--- src/rtl/wtm_pkg.sv ---
// Package for the wavetable tone mixer: sizes, command and configuration types,
// and the ramp waveform table.
// No dependencies; every other file of the block imports it.
`default_nettype none

package wtm_pkg;

  localparam int NUM_VOICES  = 3;
  localparam int TABLE_SIZE  = 64;
  localparam int QUEUE_DEPTH = 2;

  localparam int TableHalf = TABLE_SIZE / 2;

  localparam int VOICE_W = (NUM_VOICES > 1) ? $clog2(NUM_VOICES) : 1;
  localparam int IDX_W   = $clog2(TABLE_SIZE);
  localparam int PHASE_W = IDX_W + 8;
  localparam int STEP_W  = 12;
  localparam int VOL_W   = 8;
  localparam int FREQ_W  = 10;
  localparam int ENV_W   = 21;
  localparam int DECAY_W = 8;
  localparam int SUS_W   = 10;
  localparam int SMP_W   = 16;
  localparam int CFG_IDX_W  = 2;
  localparam int CFG_DATA_W = 10;

  // Shared multiplier operand and product widths.
  localparam int MUL_A_W = ENV_W + 1;
  localparam int MUL_B_W = SUS_W + 1;
  localparam int PROD_W  = 30;

  // Sum of terms, and the sum after the final shift left by five.
  localparam int ACC_W = 9 + $clog2(NUM_VOICES + 1);
  localparam int SUM_W = (ACC_W + 5 > 17) ? ACC_W + 5 : 17;

  localparam logic [15:0]      STEP_NUM  = 16'd47440;
  localparam logic [ENV_W-1:0] ENV_FULL  = ENV_W'(32'h100000);
  localparam logic [VOL_W-1:0] VOL_MUTE  = 8'd255;
  localparam logic [FREQ_W-1:0] FREQ_MIN = 10'd16;
  localparam logic [FREQ_W-1:0] FREQ_MAX = 10'd960;

  // Configuration register indexes.
  localparam logic [CFG_IDX_W-1:0] CFG_INTERP  = 2'd0;
  localparam logic [CFG_IDX_W-1:0] CFG_ENV_EN  = 2'd1;
  localparam logic [CFG_IDX_W-1:0] CFG_DECAY   = 2'd2;
  localparam logic [CFG_IDX_W-1:0] CFG_SUSTAIN = 2'd3;

  typedef enum logic [1:0] {
    CMD_NOTE,
    CMD_SILENCE,
    CMD_TICK
  } cmd_kind_e;

  typedef struct packed {
    cmd_kind_e          kind;
    logic [VOICE_W-1:0] voice;
    logic [FREQ_W-1:0]  freq;
    logic [VOL_W-1:0]   vol;
  } cmd_t;

  typedef struct packed {
    logic               interp_enable;
    logic               env_enable;
    logic [DECAY_W-1:0] env_decay;
    logic [SUS_W-1:0]   env_sustain;
  } cfg_t;

  // Signed ramp: rising half up to 255, then a half rising up from minus.
  function automatic logic signed [8:0] ramp_entry(input logic [IDX_W-1:0] k);
    int ki;
    int val;
    logic signed [8:0] r;
    ki = int'(k);
    if (ki < TableHalf) begin
      val = (ki == TableHalf - 1) ? 255 : (ki * 256) / TableHalf;
    end else if (ki == TableHalf) begin
      val = 0;
    end else begin
      val = -(((TABLE_SIZE - ki) * 256) / TableHalf);
    end
    r = val[8:0];
    return r;
  endfunction

endpackage

`default_nettype wire

--- src/rtl/wtm_front.sv ---
// Front end of the wavetable tone mixer: takes input beats, classifies them
// into commands and holds them in a short queue for the back end. Uses wtm_pkg.
`default_nettype none

module wtm_front (
  input  logic                      clk_i,
  input  logic                      rst_ni,
  input  logic                      in_valid_i,
  output logic                      in_ready_o,
  input  logic                      mode_i,
  input  logic [1:0]                voice_i,
  input  logic [wtm_pkg::FREQ_W-1:0] note_freq_i,
  input  logic [wtm_pkg::VOL_W-1:0]  note_volume_i,
  output logic                      q_valid_o,
  output wtm_pkg::cmd_t             q_cmd_o,
  input  logic                      q_pop_i
);
  import wtm_pkg::*;

  localparam int QPTR_W = (QUEUE_DEPTH > 1) ? $clog2(QUEUE_DEPTH) : 1;
  localparam int QCNT_W = $clog2(QUEUE_DEPTH + 1);

  cmd_t              mem_q [QUEUE_DEPTH];
  logic [QPTR_W-1:0] wr_ptr_q, wr_ptr_d, rd_ptr_q, rd_ptr_d;
  logic [QCNT_W-1:0] cnt_q, cnt_d;

  logic [3:0] voice_ext;
  logic       voice_ok, silent, accept, push, pop;
  cmd_t       cmd;

  assign voice_ext = {2'b00, voice_i};
  assign voice_ok  = (voice_ext < 4'(NUM_VOICES));
  assign silent    = (note_volume_i == VOL_MUTE) || (note_freq_i < FREQ_MIN) ||
                     (note_freq_i >= FREQ_MAX);

  always_comb begin
    cmd.voice = voice_ext[VOICE_W-1:0];
    cmd.freq  = note_freq_i;
    cmd.vol   = note_volume_i;
    if (mode_i) begin
      cmd.kind = CMD_TICK;
    end else if (silent) begin
      cmd.kind = CMD_SILENCE;
    end else begin
      cmd.kind = CMD_NOTE;
    end
  end

  assign in_ready_o = (cnt_q != QCNT_W'(QUEUE_DEPTH));
  assign accept     = in_valid_i && in_ready_o;
  // A note for a voice that does not exist is taken and dropped here.
  assign push       = accept && (mode_i || voice_ok);
  assign q_valid_o  = (cnt_q != '0);
  assign pop        = q_pop_i && q_valid_o;
  assign q_cmd_o    = mem_q[rd_ptr_q];

  always_comb begin
    wr_ptr_d = wr_ptr_q;
    rd_ptr_d = rd_ptr_q;
    cnt_d    = cnt_q;
    if (push) begin
      wr_ptr_d = (wr_ptr_q == QPTR_W'(QUEUE_DEPTH - 1)) ? '0 : wr_ptr_q + 1'b1;
    end
    if (pop) begin
      rd_ptr_d = (rd_ptr_q == QPTR_W'(QUEUE_DEPTH - 1)) ? '0 : rd_ptr_q + 1'b1;
    end
    if (push && !pop) begin
      cnt_d = cnt_q + 1'b1;
    end else if (pop && !push) begin
      cnt_d = cnt_q - 1'b1;
    end
  end

  always_ff @(posedge clk_i or negedge rst_ni) begin
    if (!rst_ni) begin
      wr_ptr_q <= '0;
      rd_ptr_q <= '0;
      cnt_q    <= '0;
    end else begin
      wr_ptr_q <= wr_ptr_d;
      rd_ptr_q <= rd_ptr_d;
      cnt_q    <= cnt_d;
    end
  end

  always_ff @(posedge clk_i) begin
    if (push) begin
      mem_q[wr_ptr_q] <= cmd;
    end
  end

endmodule

`default_nettype wire

--- src/rtl/wtm_div.sv ---
// Restoring divider for the phase step: 47440 divided by the note frequency,
// one quotient bit per cycle. Uses wtm_pkg.
`default_nettype none

module wtm_div (
  input  logic                       clk_i,
  input  logic                       rst_ni,
  input  logic                       start_i,
  input  logic [wtm_pkg::FREQ_W-1:0] divisor_i,
  output logic                       done_o,
  output logic [wtm_pkg::STEP_W-1:0] quot_o
);
  import wtm_pkg::*;

  logic              run_q, done_q;
  logic [3:0]        cnt_q;
  logic [FREQ_W-1:0] div_q, rem_q;
  logic [15:0]       quo_q;
  logic [FREQ_W:0]   rem_sh, rem_sub;
  logic              fits;

  assign rem_sh  = {rem_q, quo_q[15]};
  assign rem_sub = rem_sh - {1'b0, div_q};
  assign fits    = (rem_sh >= {1'b0, div_q});

  always_ff @(posedge clk_i or negedge rst_ni) begin
    if (!rst_ni) begin
      run_q  <= 1'b0;
      done_q <= 1'b0;
      cnt_q  <= '0;
    end else begin
      done_q <= 1'b0;
      if (start_i) begin
        run_q <= 1'b1;
        cnt_q <= '0;
      end else if (run_q) begin
        cnt_q <= cnt_q + 1'b1;
        if (cnt_q == 4'd15) begin
          run_q  <= 1'b0;
          done_q <= 1'b1;
        end
      end
    end
  end

  always_ff @(posedge clk_i) begin
    if (start_i) begin
      div_q <= divisor_i;
      rem_q <= '0;
      quo_q <= STEP_NUM;
    end else if (run_q) begin
      rem_q <= fits ? rem_sub[FREQ_W-1:0] : rem_sh[FREQ_W-1:0];
      quo_q <= {quo_q[14:0], fits};
    end
  end

  assign done_o = done_q;
  assign quot_o = quo_q[STEP_W-1:0];

endmodule

`default_nettype wire

--- src/rtl/wtm_back.sv ---
// Back end of the wavetable tone mixer: voice state, the sequencer that runs
// note commands through the divider and sample commands through one shared
// multiplier, and the output register. Uses wtm_pkg and wtm_div.
`default_nettype none

module wtm_back (
  input  logic                      clk_i,
  input  logic                      rst_ni,
  input  wtm_pkg::cfg_t             cfg_i,
  input  logic                      q_valid_i,
  input  wtm_pkg::cmd_t             q_cmd_i,
  output logic                      q_pop_o,
  output logic                      out_valid_o,
  input  logic                      out_ready_i,
  output logic signed [wtm_pkg::SMP_W-1:0] sample_out_o
);
  import wtm_pkg::*;

  localparam logic [3:0] S_IDLE = 4'd0;
  localparam logic [3:0] S_DIV  = 4'd1;
  localparam logic [3:0] S_V0   = 4'd2;
  localparam logic [3:0] S_V1   = 4'd3;
  localparam logic [3:0] S_V2   = 4'd4;
  localparam logic [3:0] S_V3   = 4'd5;
  localparam logic [3:0] S_V4   = 4'd6;
  localparam logic [3:0] S_V5   = 4'd7;
  localparam logic [3:0] S_OUT  = 4'd8;

  localparam logic [PHASE_W:0] PhaseMod = (PHASE_W + 1)'(TABLE_SIZE * 256);
  localparam logic signed [SUM_W-1:0] SatMax = SUM_W'(32767);
  localparam logic signed [SUM_W-1:0] SatMin = SUM_W'(-32768);

  logic [3:0] state_q, state_d;

  logic [PHASE_W-1:0] phase_q [NUM_VOICES];
  logic [STEP_W-1:0]  step_q  [NUM_VOICES];
  logic [VOL_W-1:0]   vol_q   [NUM_VOICES];
  logic [ENV_W-1:0]   env_q   [NUM_VOICES];

  logic [VOICE_W-1:0] v_q;
  logic [VOICE_W-1:0] nvoice_q;
  logic [VOL_W-1:0]   nvol_q;
  logic signed [8:0]  b_q;
  logic signed [PROD_W-1:0] prod_q;
  logic signed [ACC_W-1:0]  acc_q;
  logic               out_valid_q;
  logic signed [SMP_W-1:0] sample_q;

  logic               pop, div_start, div_done;
  logic [STEP_W-1:0]  div_quot;
  logic               last_voice;

  logic [PHASE_W-1:0] phase;
  logic [VOL_W-1:0]   vol;
  logic [ENV_W-1:0]   env;
  logic [IDX_W-1:0]   idx, idx1;
  logic signed [8:0]  r0, r1;
  logic signed [9:0]  diff;
  logic signed [PROD_W-1:0] prod_sh;
  logic signed [9:0]  b_sum;
  logic [VOL_W-1:0]   scale;
  logic               env_above;
  logic [ENV_W-1:0]   env_next;
  logic [PHASE_W:0]   phase_sum;
  logic [PHASE_W-1:0] phase_next;

  logic signed [MUL_A_W-1:0] mul_a;
  logic signed [MUL_B_W-1:0] mul_b;
  logic signed [MUL_A_W+MUL_B_W-1:0] mul_p;

  logic signed [SUM_W-1:0] sum_sh;
  logic signed [SMP_W-1:0] sat;
  logic out_free;

  wtm_div u_div (
    .clk_i     (clk_i),
    .rst_ni    (rst_ni),
    .start_i   (div_start),
    .divisor_i (q_cmd_i.freq),
    .done_o    (div_done),
    .quot_o    (div_quot)
  );

  assign pop       = (state_q == S_IDLE) && q_valid_i;
  assign q_pop_o   = pop;
  assign div_start = pop && (q_cmd_i.kind == CMD_NOTE);
  assign last_voice = (v_q == VOICE_W'(NUM_VOICES - 1));
  assign out_free  = !out_valid_q || out_ready_i;

  // Current voice fields.
  assign phase = phase_q[v_q];
  assign vol   = vol_q[v_q];
  assign env   = env_q[v_q];
  assign idx   = phase[PHASE_W-1:8];
  assign idx1  = (idx == IDX_W'(TABLE_SIZE - 1)) ? '0 : idx + 1'b1;
  assign r0    = ramp_entry(idx);
  assign r1    = ramp_entry(idx1);
  assign diff  = {r1[8], r1} - {r0[8], r0};

  // Floor shift of the registered product.
  assign prod_sh = prod_q >>> 8;
  assign b_sum   = {b_q[8], b_q} + prod_sh[9:0];
  assign scale   = cfg_i.env_enable ? prod_q[27:20] : vol;

  // Decay only while the level is above the sustain point; floor at zero.
  assign env_above = ({1'b0, env[ENV_W-1:4]} > prod_q[17:0]);
  assign env_next  = (env > ENV_W'(cfg_i.env_decay)) ? env - ENV_W'(cfg_i.env_decay) : '0;

  assign phase_sum  = {1'b0, phase} + (PHASE_W + 1)'(step_q[v_q]);
  assign phase_next = (phase_sum >= PhaseMod) ? PHASE_W'(phase_sum - PhaseMod)
                                              : phase_sum[PHASE_W-1:0];

  // The one multiplier, shared by the steps S_V0, S_V1, S_V3 and S_V4 of a voice.
  always_comb begin
    mul_a = '0;
    mul_b = '0;
    unique case (state_q)
      S_V0: begin
        mul_a = {{(MUL_A_W-10){diff[9]}}, diff};
        mul_b = {{(MUL_B_W-8){1'b0}}, idx == idx ? phase[7:0] : 8'd0};
      end
      S_V1: begin
        mul_a = {{(MUL_A_W-VOL_W){1'b0}}, vol};
        mul_b = {1'b0, cfg_i.env_sustain};
      end
      S_V3: begin
        mul_a = {1'b0, env};
        mul_b = {{(MUL_B_W-VOL_W){1'b0}}, vol};
      end
      S_V4: begin
        mul_a = {{(MUL_A_W-9){b_q[8]}}, b_q};
        mul_b = {{(MUL_B_W-VOL_W){1'b0}}, scale};
      end
      default: begin
        mul_a = '0;
        mul_b = '0;
      end
    endcase
  end

  assign mul_p = mul_a * mul_b;

  // Final mix: shift left by five and saturate to 16 bits.
  assign sum_sh = {{(SUM_W-ACC_W){acc_q[ACC_W-1]}}, acc_q} <<< 5;
  always_comb begin
    priority if (sum_sh > SatMax) begin
      sat = SMP_W'(SatMax);
    end else if (sum_sh < SatMin) begin
      sat = SMP_W'(SatMin);
    end else begin
      sat = sum_sh[SMP_W-1:0];
    end
  end

  always_comb begin
    state_d = state_q;
    unique case (state_q)
      S_IDLE: begin
        if (pop) begin
          unique case (q_cmd_i.kind)
            CMD_NOTE: state_d = S_DIV;
            CMD_TICK: state_d = S_V0;
            default:  state_d = S_IDLE;
          endcase
        end
      end
      S_DIV:   if (div_done) state_d = S_IDLE;
      S_V0: begin
        if (vol != '0) begin
          state_d = S_V1;
        end else if (last_voice) begin
          state_d = S_OUT;
        end
      end
      S_V1:    state_d = S_V2;
      S_V2:    state_d = S_V3;
      S_V3:    state_d = S_V4;
      S_V4:    state_d = S_V5;
      S_V5:    state_d = last_voice ? S_OUT : S_V0;
      S_OUT:   if (out_free) state_d = S_IDLE;
      default: state_d = S_IDLE;
    endcase
  end

  always_ff @(posedge clk_i or negedge rst_ni) begin
    if (!rst_ni) begin
      state_q     <= S_IDLE;
      v_q         <= '0;
      out_valid_q <= 1'b0;
      for (int i = 0; i < NUM_VOICES; i++) begin
        phase_q[i] <= '0;
        step_q[i]  <= '0;
        vol_q[i]   <= '0;
        env_q[i]   <= '0;
      end
    end else begin
      state_q <= state_d;
      if (pop && q_cmd_i.kind == CMD_SILENCE) begin
        phase_q[q_cmd_i.voice] <= '0;
        step_q[q_cmd_i.voice]  <= '0;
        vol_q[q_cmd_i.voice]   <= '0;
        env_q[q_cmd_i.voice]   <= ENV_FULL;
      end
      if (state_q == S_DIV && div_done) begin
        phase_q[nvoice_q] <= '0;
        step_q[nvoice_q]  <= div_quot;
        vol_q[nvoice_q]   <= nvol_q;
        env_q[nvoice_q]   <= ENV_FULL;
      end
      if (pop && q_cmd_i.kind == CMD_TICK) begin
        v_q <= '0;
      end
      if (state_q == S_V2 && cfg_i.env_enable && env_above) begin
        env_q[v_q] <= env_next;
      end
      if (state_q == S_V5) begin
        phase_q[v_q] <= phase_next;
      end
      if ((state_q == S_V0 && vol == '0) || state_q == S_V5) begin
        if (!last_voice) begin
          v_q <= v_q + 1'b1;
        end
      end
      if (state_q == S_OUT && out_free) begin
        out_valid_q <= 1'b1;
      end else if (out_ready_i) begin
        out_valid_q <= 1'b0;
      end
    end
  end

  always_ff @(posedge clk_i) begin
    if (pop) begin
      nvoice_q <= q_cmd_i.voice;
      nvol_q   <= q_cmd_i.vol;
      acc_q    <= '0;
    end
    prod_q <= mul_p[PROD_W-1:0];
    if (state_q == S_V0) begin
      b_q <= r0;
    end
    if (state_q == S_V1 && cfg_i.interp_enable) begin
      b_q <= b_sum[8:0];
    end
    if (state_q == S_V5) begin
      acc_q <= acc_q + prod_sh[ACC_W-1:0];
    end
    if (state_q == S_OUT && out_free) begin
      sample_q <= sat;
    end
  end

  assign out_valid_o  = out_valid_q;
  assign sample_out_o = sample_q;

endmodule

`default_nettype wire

--- src/rtl/wavetable_tone_mixer.sv ---
// Top level of the wavetable tone mixer: configuration registers, front end
// and back end. Depends on wtm_pkg, wtm_front, wtm_back (and wtm_div below it).
//
// Usage. Input beats carry mode, voice, note_freq and note_volume. A beat with
// mode 0 is a note event for one voice and gives no output; a beat with mode 1
// is a sample tick and gives exactly one beat on the output channel
// (sample_out, signed 16 bits). Output beats come out in tick order.
// Configuration writes (index 0 interp_enable, 1 env_enable, 2 env_decay,
// 3 env_sustain) are registered at any time; cfg_ready is always high,
// but they are meant to be written while the block is idle.
// Timing. Beats go into a two-entry command queue, so input is taken while the
// back end works or while a finished sample waits on the output register.
// The back end runs one command at a time. A sample tick steps each sounding
// voice through states S_V0 to S_V5, visiting the shared multiplier four times,
// and passes a silent voice with S_V0 alone. A sounding note event waits on the
// bit-serial divider that forms its phase step; a note that silences its voice
// is applied as it is taken from the queue. Notes for a voice that does not
// exist are taken and dropped.
// Reset clears the queue, the output valid flag and all voices to silent, and
// loads the configuration defaults. When the receiver stalls, the sample holds
// on the output, the back end waits, and input stops once the queue is full.
`default_nettype none

module wavetable_tone_mixer (
  input  logic                           clk_i,
  input  logic                           rst_ni,
  input  logic                           in_valid_i,
  output logic                           in_ready_o,
  input  logic                           mode_i,
  input  logic [1:0]                     voice_i,
  input  logic [wtm_pkg::FREQ_W-1:0]     note_freq_i,
  input  logic [wtm_pkg::VOL_W-1:0]      note_volume_i,
  output logic                           out_valid_o,
  input  logic                           out_ready_i,
  output logic signed [wtm_pkg::SMP_W-1:0] sample_out_o,
  input  logic                           cfg_valid_i,
  output logic                           cfg_ready_o,
  input  logic [wtm_pkg::CFG_IDX_W-1:0]  cfg_index_i,
  input  logic [wtm_pkg::CFG_DATA_W-1:0] cfg_data_i
);
  import wtm_pkg::*;

  // Configuration registers; the reset values are the defaults of the block.
  cfg_t cfg_q, cfg_d;

  logic q_valid, q_pop;
  cmd_t q_cmd;

  assign cfg_ready_o = 1'b1;

  always_comb begin
    cfg_d = cfg_q;
    if (cfg_valid_i) begin
      unique case (cfg_index_i)
        CFG_INTERP:  cfg_d.interp_enable = cfg_data_i[0];
        CFG_ENV_EN:  cfg_d.env_enable    = cfg_data_i[0];
        CFG_DECAY:   cfg_d.env_decay     = cfg_data_i[DECAY_W-1:0];
        CFG_SUSTAIN: cfg_d.env_sustain   = cfg_data_i[SUS_W-1:0];
      endcase
    end
  end

  always_ff @(posedge clk_i or negedge rst_ni) begin
    if (!rst_ni) begin
      cfg_q.interp_enable <= 1'b1;
      cfg_q.env_enable    <= 1'b1;
      cfg_q.env_decay     <= 8'd32;
      cfg_q.env_sustain   <= 10'd160;
    end else begin
      cfg_q <= cfg_d;
    end
  end

  // The front end classifies each beat into a note, a silencing note or a tick.
  wtm_front u_front (
    .clk_i         (clk_i),
    .rst_ni        (rst_ni),
    .in_valid_i    (in_valid_i),
    .in_ready_o    (in_ready_o),
    .mode_i        (mode_i),
    .voice_i       (voice_i),
    .note_freq_i   (note_freq_i),
    .note_volume_i (note_volume_i),
    .q_valid_o     (q_valid),
    .q_cmd_o       (q_cmd),
    .q_pop_i       (q_pop)
  );

  // The back end owns the voices, the divider, the multiplier and the output.
  wtm_back u_back (
    .clk_i        (clk_i),
    .rst_ni       (rst_ni),
    .cfg_i        (cfg_q),
    .q_valid_i    (q_valid),
    .q_cmd_i      (q_cmd),
    .q_pop_o      (q_pop),
    .out_valid_o  (out_valid_o),
    .out_ready_i  (out_ready_i),
    .sample_out_o (sample_out_o)
  );

endmodule

`default_nettype wire

--- config.mk ---
export PLATFORM = sky130hd
export DESIGN_NAME = wavetable_tone_mixer
export DESIGN_NICKNAME = d
export VERILOG_FILES = /design/src/rtl/wtm_pkg.sv /design/src/rtl/wtm_front.sv /design/src/rtl/wtm_div.sv /design/src/rtl/wtm_back.sv /design/src/rtl/wavetable_tone_mixer.sv
export SDC_FILE = /design/constraint.sdc
export NUM_CORES = 1
export LEC_CHECK = 0
export BUFFER_PORTS_ARGS = -buffer_cell sky130_fd_sc_hd__buf_2
export CORE_MARGIN = 5
export CORE_UTILIZATION = 69
export DETAILED_ROUTE_END_ITERATION = 6
export GPL_TIMING_DRIVEN = 0
export PLACE_DENSITY = 0.89
export SLEW_MARGIN = 20
export SYNTH_ARGS = -nofsm -noshare
export SYNTH_HDL_FRONTEND = slang
export SYNTH_HIERARCHICAL = 1
export SYNTH_SLANG_ARGS = --single-unit
--- constraint.sdc ---
create_clock -name clk_i -period 14.1 [get_ports clk_i]
set_input_delay 2.115 -clock clk_i [delete_from_list [all_inputs] [get_ports clk_i]]
set_output_delay 2.115 -clock clk_i [all_outputs]
set_load 0.05 [all_outputs]
==> impl_metrics.ini <==
[synthesis]
synthFlopType = dfrtp_1
synthTopCellsByCount = inv_1, nand2_1, dfrtp_1, nor2_1, fa_1
yosys.area.top_type = dfrtp_1
syn_inst = 2515
yosysMostFrequentCell = inv_1
synth_top_area_share_pct = 19.8
ys_seq_elements = 350
ys_seq_area_share_pct = 36.0
synth_area_leaders = dfrtp_1, fa_1, edfxtp_1, ha_1, inv_1
synth_edf_count = 95
yosys_warnings = 6
async_reset_ff_share_pct = 57.7
syn_avg_cell_area_um2 = 9.92
synth_area_um2 = 24900
synth.distinct_cells = 105

[cts]
cts_buffers = 38
clkSlewWorstSetupHoldPaths_ns = 0.06
cts_root_buf = clkbuf_16
clk_latency_ns = 0.57
cts_max_level = 2
clock_path_buffers = 3
tritoncts = yes
hold_buffers = 0
cts_setup_buffers = 0
cts.sinks = 350
cts-resized-gates = 0

[drt]
antenna_left = 0
route.final.wire_length_mm = 68.0
drtIter0Drc = 2429
highest_layer = met4
wl_met1_mm = 24.9
wl_met3_mm = 6.73
drc_errors = 0
viasPerCell = 6.43
vias = 20100
wire_per_inst_um = 21.7
wl_met2_mm = 31.9
firstDrtPassIters = 6

[setup_path]
r2r_end = u_back/prod_q[26]
path_common_cell = fa_1
crit_path_end_kind = flop
slowest_stage = o21ai_1
critPathCapture = u_back/prod_q[26]
max_stage_delay_ns = 0.72
reg2reg_slack_ns = 2.76
reg2reg_from = u_back/v_q[1]
cp.arrival_ns = 11.84
crit_path_start_kind = flop
r2r.worst_path.cells = 40
critPathKind = reg2reg
worstPathRequired_ns = 14.60
cp-startpoint = u_back/v_q[1]
path_max_fanout = 10

[layout]
antenna_cells = 0
final.fill_count = 2284
fin_util_pct = 76.3
drive_gt1_share_pct = 10.3
final_nets = 2986
syn2layout_area_growth_pct = 9.09

[placement]
gp_congestion = 0.992
io_buffers = 50
dp_hpwl_mm = 51.3

[global_route]
grt_pass1_wl_mm = 109
grt_pass1_vias = 20600
track_usage_pct = 33.7
grt_max_degree = 104
grt.overflow.total = 0
antenna_found_initial = 0

[power]
fin_total_pwr_w = 0.00466
p_leak_nw = 12.2
power_density_nw_per_um2 = 171
ir_worst_vdd_mv = 0.161

[min_path]
holdCritPathClass = reg2reg
hp-start = u_back/acc_q[5]

[die]
core_um2 = 35700
io_pins = 57
die_x_um = 200
start_util_pct = 70.0
die_h_um = 200
fp-row-count = 69
die_area_um2 = 40100

[sta]
skew_ns = 0.0271
maxSlewViolCount = 0
fin_setup_tns_ns = 0
setup_viol = 0
worst_pin_slew_ns = 1.19
relSlewSlack_pct = 20.5
period_share_pct = 80.4
fmax_mhz = 88.2
rsz0062_at_grt = false
period_needed_ns = 11.34
hold_viol = 0

[run]
maxCapViolCount = 0

[outcome]
outcome = finished, final reports clean
==> placed cells by master (no fill, tap or decap), types with 22 or more instances in the layout <==
master,n
a21o_1,24
a21oi_1,82
a22o_1,62
buf_2,67
buf_4,26
clkbuf_1,68
clkbuf_16,39
conb_1,27
dfrtp_1,197
dfxtp_1,53
edfxtp_1,95
fa_1,170
ha_1,143
inv_1,293
mux2_2,42
mux2i_1,87
nand2_1,243
nand3_1,119
nor2_1,190
nor2b_1,22
o21ai_0,141
o21ai_1,43
xnor2_1,69
xor2_1,24
==> state kept, by name (all words and copies together), names as in the netlist, 11 cells and up <==
signal               flops
cfg_q                   20
u_back/env_q            63
u_back/u_div/quo_q      16
u_front/mem_q           44
u_back/sample_out_o     11
u_back/phase_q          42
u_back/vol_q            24
u_back/acc_q            11
u_back/step_q           36
u_back/prod_q           27
==> how the worst min path moves through the flow <==
stage	depth (start not counted)	slack, ns	endpoint
2_1_floorplan	0	0.43	u_back/sample_out_o[10]
3_3_place_gp	0	0.45	u_back/sample_out_o[10]
3_5_place_dp	0	0.46	u_back/sample_out_o[10]
4_1_cts	0	0.47	u_back/sample_out_o[10]
5_1_grt	0	0.49	u_back/sample_out_o[10]
6_report	0	0.47	u_back/sample_out_o[10]
==> critical path, delay by kind of cell (launching register included) <==
family | cells | cell delay, ns
AO/OA/AOI/OAI | 14 | 3.99
adder cells (fa/ha/maj) | 8 | 3.58
buffers and inverters | 9 | 1.54
AND/OR/NAND/NOR | 7 | 1.31
flip-flops | 1 | 0.37
multiplexers | 1 | 0.31
XOR/XNOR | 1 | 0.14
==> power breakdown <==
| part | leakage (nW) | internal [W] | switching (W) |
|---|---|---|---|
| Clock | 0.615 | 0.000570 | 0.000417 |
| Combinational | 7.50 | 0.000805 | 0.00139 |
| Sequential | 4.05 | 0.00131 | 0.000158 |
| Total | 12.2 | 0.00269 | 0.00197 |
==> metal layers <==
layer	up-vias	track usage, %
met2	1207	54.7
li1	8792	-
met5	-	0
met1	9780	42.7
met4	0	18.4
met3	303	7.15
==> metrics by stage <==
step / worst slack [ns] / std cells / hold slack [ns] / area [um^2]
after floorplan: 5.15 / 2540 / 0.431 / 25000
after global placement: 3.41 / 3051 / 0.446 / 25900
after detailed placement: 3.04 / 3056 / 0.461 / 26000
after CTS: 2.99 / 3125 / 0.473 / 27200
after global routing: 2.25 / 3125 / 0.488 / 27200
final: 2.76 / 3125 / 0.468 / 27200
==> logic make-up (layout without fill, tap and decap cells) <==
group | Yosys count | count (layout) | share of synthesized area, %
compound gates | 499 | 499 | 13.8
xor+xnor | 96 | 96 | 3.49
fa+ha+maj | 313 | 313 | 20.8
buf+inv | 415 | 539 | 6.95
flops | 350 | 350 | 36.0
mux | 130 | 130 | 5.45
other cells | 2 | 27 | 0.0301
simple gates | 710 | 710 | 13.5
==> area by class of cell <==
cell class                 count  area [um^2]  area share (%)
clock buffer                  54         1100            4.06
multi-input combinational   1775        14300            52.7
timing repair buffer          55          343            1.26
tap                          461          577            2.12
clock inverter                15          140           0.515
buffer                       119          623            2.29
inverter                     296         1110            4.08
sequential                   350         8970            33.0
Note: power is estimated with default switching activity, not from simulation.
